## src/rtl/lfu_replacement_policy_defines.svh

```systemverilog
// ----------------------------------------------------------------------------
// lfu replacement policy assertion macros
// shared assertion macros for the rtl
// ----------------------------------------------------------------------------
`ifndef LFU_REPLACEMENT_POLICY_DEFINES_SVH
`define LFU_REPLACEMENT_POLICY_DEFINES_SVH

// implication checked every cycle outside reset
`define LFU_ASSERT_IMPL(label, clk, rst, ante, cons) \
   label: assert property (@(posedge clk) disable iff (rst) (ante) |-> (cons)) \
      else $error("assertion failed");

// next-cycle implication checked outside reset
`define LFU_ASSERT_NEXT(label, clk, rst, ante, cons) \
   label: assert property (@(posedge clk) disable iff (rst) (ante) |=> (cons)) \
      else $error("assertion failed");

`endif

```

## src/rtl/lfu_ram.sv

```systemverilog
// ----------------------------------------------------------------------------
// lfu_ram
// single port ram, one write plus one registered read per cycle
// ----------------------------------------------------------------------------
module lfu_ram #(
   parameter int WIDTH = 8,
   parameter int DEPTH = 16
) (
   input  logic                     clock,
   input  logic                     we,
   input  logic [$clog2(DEPTH)-1:0] addr,
   input  logic [WIDTH-1:0]         wdata,
   output logic [WIDTH-1:0]         rdata
);

   logic [WIDTH-1:0] mem [DEPTH];

   always_ff @(posedge clock) begin
      if (we) begin
         mem[addr] <= wdata;
      end
      rdata <= mem[addr];
   end

endmodule

```

## config.mk

```make
export PLATFORM = sky130hd
export DESIGN_NAME = lfu_ram
export DESIGN_NICKNAME = d
export VERILOG_FILES = /design/src/rtl/lfu_replacement_policy_defines.svh /design/src/rtl/lfu_ram.sv
export SDC_FILE = /design/constraint.sdc
export NUM_CORES = 1
export LEC_CHECK = 0
export ABC_CLOCK_PERIOD_IN_PS = 3100
export BUFFER_PORTS_ARGS = -buffer_cell sky130_fd_sc_hd__buf_4
export CAP_MARGIN = 20
export CORE_ASPECT_RATIO = 1.1
export CORE_UTILIZATION = 40
export DETAILED_ROUTE_END_ITERATION = 8
export PLACE_DENSITY = 0.57
export SKIP_LAST_GASP = 1
export SYNTH_ARGS = -nofsm -noshare
export SYNTH_HDL_FRONTEND = slang
export SYNTH_SLANG_ARGS = --single-unit
```

## constraint.sdc

```tcl
create_clock -name clock -period 3.1 [get_ports clock]
set_input_delay 0.62 -clock clock [delete_from_list [all_inputs] [get_ports clock]]
set_output_delay 0.62 -clock clock [all_outputs]
set_load 0.01 [all_outputs]
```

After elaboration in Yosys (flattened, before gate mapping) --
Memories as Yosys holds them, arrays and structs flattened. A register that Yosys moved wholly into a read port is not among the register bits. Cells that the tools add are included.
Storage, ports and cells: flip-flop bits (word level) 0, bits in latches 0, bits in writable memories 128, ROM bits 0, output and inout bits 8, word-level logic and storage cells 3, memories 1
Memories:
- mem | words 16, width 8, read ports 1, clocked after Yosys merged registers in 1, write ports 1, RTL line lfu_ram.sv:16 | logic [WIDTH-1:0] mem [DEPTH];
Operators by class: $add $sub $neg 0, multipliers 0, div/mod/pow operators 0, order comparisons 0, equality and inequality tests 0, shift operators 0, mux-type cells 2, bitwise operators 0, reduce and logical (&&, ||, !) cells 0
Operators by type and width (number):
- $mux 1 | 2

Depth between registers and ports, before layout --
depth in word-level cells 2, gate-level depth with buffers 5

Worst setup path before layout --
Ideal clock, no wire load.
kind input to register, start input addr[2], end memory mem[0][0] (enable), library setup time 0.383 ns, arrival time 1.730 ns, data required time 2.717 ns, setup slack 0.987 ns, stages 2, buffers on the path 0, path through or3b_2 -> nor3_1
RTL lines:
- from (decl) | RTL line lfu_ram.sv:11 | input logic [$clog2(DEPTH)-1:0] addr,
- to (decl) | RTL line lfu_ram.sv:16
Straight into the memory's write port.

Worst setup path in the final report --
start input addr[0], end memory mem[1][2] (enable)
Straight into the memory's write port.

==> flow_metrics.py <==
metrics = {
    "worst_setup_path": {
        "crit_required_ns": 3.14,
        "crit_type": "input port to flip-flop",
        "crit_arrival_ns": 2.06,
        "slowest_delay_ns": 0.65,
        "reg2reg_to": "rdata[2]",
        "path_cells": "buf_4 -> nand2b_1 -> nor2_1",
        "critical_path.top_delay_family": "simple AND/OR/NAND/NOR gates",
        "worstSetupEndpointType": "flip-flop",
        "crit_slowest_cell": "nor2_1",
        "worstPathMaxFanout": 39,
        "crit_buf_inv": 1,
        "reg2reg_from": "mem[1][2]",
        "r2r_slack_ns": 1.69,
        "crit_cells": 3,
        "r2r_cells": 3,
        "critPathLaunchType": "input port",
    },
    "cts": {
        "clk_latency_ns": 0.41,
        "postCtsSetupBuffers": 0,
        "cts_buffer_depth": 2,
        "cts_made_buffers": 17,
        "cts_tree": "done",
        "clkSinkCount": 136,
        "cts_hold_buffers": 0,
        "clk_pin_slew_ns": 0.06,
        "cts_resized": 0,
        "cts_root_buf": "clkbuf_16",
        "h-tree-depth": 4,
    },
    "routing": {
        "vias_per_cell": 5.35,
        "ant_nets": 0,
        "wire_per_inst_um": 22.7,
        "vias": 2320,
        "firstDrtPassIters": 4,
        "drc_errors": 0,
        "drtIter0Drc": 140,
        "routed_wl_mm": 9.85,
    },
    "floorplanning": {
        "io_pins": 22,
        "start_util": 0.416,
        "core_area_um2": 12200,
        "die_area_um2": 13100,
        "die_x_um": 109,
        "die_h_um": 120,
        "rows": 42,
    },
    "timing": {
        "setup_viol": 0,
        "rsz0062_at_grt": "no",
        "setup_ws_ns": 1.07,
        "hold_violations": 0,
        "hold_slack_ns": 0.526,
        "timing.final.crit_share": 0.654,
        "setup_tns_ns": 0,
        "drv_slew": 0,
        "layout_min_cycle_time_ns": 2.03,
        "fmax_mhz": 494,
        "skew_ns": 0.00664,
        "relSlewSlack": 0.482,
        "max_slew.worst_pin.slew_ns": 0.775,
    },
    "pwr": {
        "p_comb_frac": 0.044,
        "ir_worst_vdd_v": 0.000265,
        "swShare": 0.185,
        "seq_power_share": 0.447,
        "pwr-share-clk": 0.509,
        "intPower_uw": 3770,
        "power.leakage_uw": 0.00201,
        "p_switching_uw": 853,
        "p_per_area_nw_per_um2": 756,
    },
    "grt": {
        "grt_start_max_net_pins": 40,
        "top_usage_layer": "met2",
        "grt_use_met2": 0.260,
        "grt_util_met1": 0.218,
        "grtUsageMet3": 0.0451,
        "grt_pass1_wl_mm": 14.7,
        "grt_usage": 0.167,
        "grt_pass1_vias": 2423,
        "grt_overflow": 0,
        "antenna_found_initial": 0,
    },
    "worst_hold_path": {
        "hold_path_depth": 1,
        "min_path_type": "input port to flip-flop",
        "worstHoldStart": "wdata[3]",
        "worst_hold_path.endpoint": "mem[10][3]",
    },
    "yosys": {
        "syn_inst": 230,
        "synth_cell_types": 18,
        "ys_seq_area_frac": 0.790,
        "syn_area_per_cell_um2": 22.0,
        "netlist_area_um2": 5070,
        "yosys_warnings": 0,
        "syn-num-nets": 244,
        "ys_ff_latch": 136,
    },
    "placement": {
        "hpwl_mm": 6.00,
        "portBuffers": 21,
        "place_ws_ns": 0.574,
        "place.gp.congestion": 0.735,
        "dpl.cell_count": 402,
    },
    "layout": {
        "drive_gt1_frac": 0.336,
        "fin_cells": 434,
        "filler_cell_count": 996,
        "final_nets": 281,
        "final_util": 0.502,
        "area_growth_syn_to_layout_pct": 20.7,
        "diodes": 0,
    },
    "run": {
        "cap_violations": 0,
    },
    "run_status": {
        "outcome": "complete, no violations",
    },
}
power groups by stage:
stage | clock network, uW | logic (uW) | registers, uW
2_1_floorplan | 0 | 106 | 2110
4_1_cts | 2390 | 208 | 2070
3_5_place_dp | 0 | 207 | 2110
5_1_grt | 2460 | 217 | 2070
3_3_place_gp | 0 | 205 | 2110
6_report | 2350 | 203 | 2070
registers in the layout, indices dropped and copies added, names as in the netlist:
register  flops
rdata         8
mem         128
stage by stage:
stage	total power, uW	area, um^2
after floorplan	2210	5070
after global placement	2310	5420
after detailed placement	2310	5420
after CTS	4670	6120
after global routing	4750	6120
final	4620	6120
synthesized netlist by cell type:
cell      number  share of area
or3b_2         1         0.0017
nor3_1         4         0.0040
edfxtp_1     128           0.76
buf_6          2         0.0044
nor2b_1        2         0.0025
clkbuf_1       2         0.0015
a22oi_1       16          0.024
nand2_1        9         0.0067
clkbuf_2       1        0.00099
nor2_1        13         0.0096
and2_1         1         0.0012
nand3b_1       2         0.0030
nand3_1        1        0.00099
nand2b_1       2         0.0025
dfxtp_1        8          0.032
buf_1          4         0.0030
mux4_2        32           0.14
buf_2          2         0.0020
layout by cell type, fill, tap and decap left out:
cell | Yosys | layout
a22oi_1 | 16 | 16
and2_1 | 1 | 1
buf_4 | 0 | 29
bufinv_16 | 0 | 7
clkbuf_16 | 0 | 17
clkbuf_8 | 0 | 2
clkinv_2 | 0 | 3
clkinvlp_4 | 0 | 3
dfxtp_1 | 8 | 8
edfxtp_1 | 128 | 128
mux4_2 | 32 | 32
nand2_1 | 9 | 9
nand2b_1 | 2 | 2
nand3_1 | 1 | 1
nand3b_1 | 2 | 2
nor2_1 | 13 | 13
nor2b_1 | 2 | 2
nor3_1 | 4 | 4
or3b_2 | 1 | 1
layer usage:
layer  routed length (um)  up-vias
li1                     -     1035
met1                 4230     1210
met2                 4970       59
met3                  444       16
met4                  215        0
met5                    0        -
worst max path at each step:
| stage | startpoint | end | slack, ns |
|---|---|---|---|
| floorplan | addr[2] | mem[0][0] | 0.99 |
| CTS | addr[0] | mem[1][2] | 0.99 |
| global placement | addr[0] | mem[3][2] | 0.60 |
| global route | addr[0] | mem[1][2] | 0.88 |
| detailed placement | addr[0] | mem[11][2] | 0.57 |
| finish | addr[0] | mem[1][2] | 1.07 |
cell type report:
class	count	area (um^2)	share of cell area
multi-input cells	83	1000	0.164
clock inverters	13	248	0.0405
repair buffers	29	218	0.0356
flip-flops and latches	136	4000	0.654
clock buffers	19	453	0.0740
well taps	154	193	0.0315
cell families (layout without fill, tap and decap cells):
group	after synthesis	in the layout	synth area share
AO/OA/AOI/OAI	16	16	0.0237
buffers and inverters	11	61	0.0119
flip-flops	136	136	0.790
multiplexers	32	32	0.142
AND/OR/NAND/NOR	35	35	0.0321
Note: power is estimated with default switching activity, not from simulation.
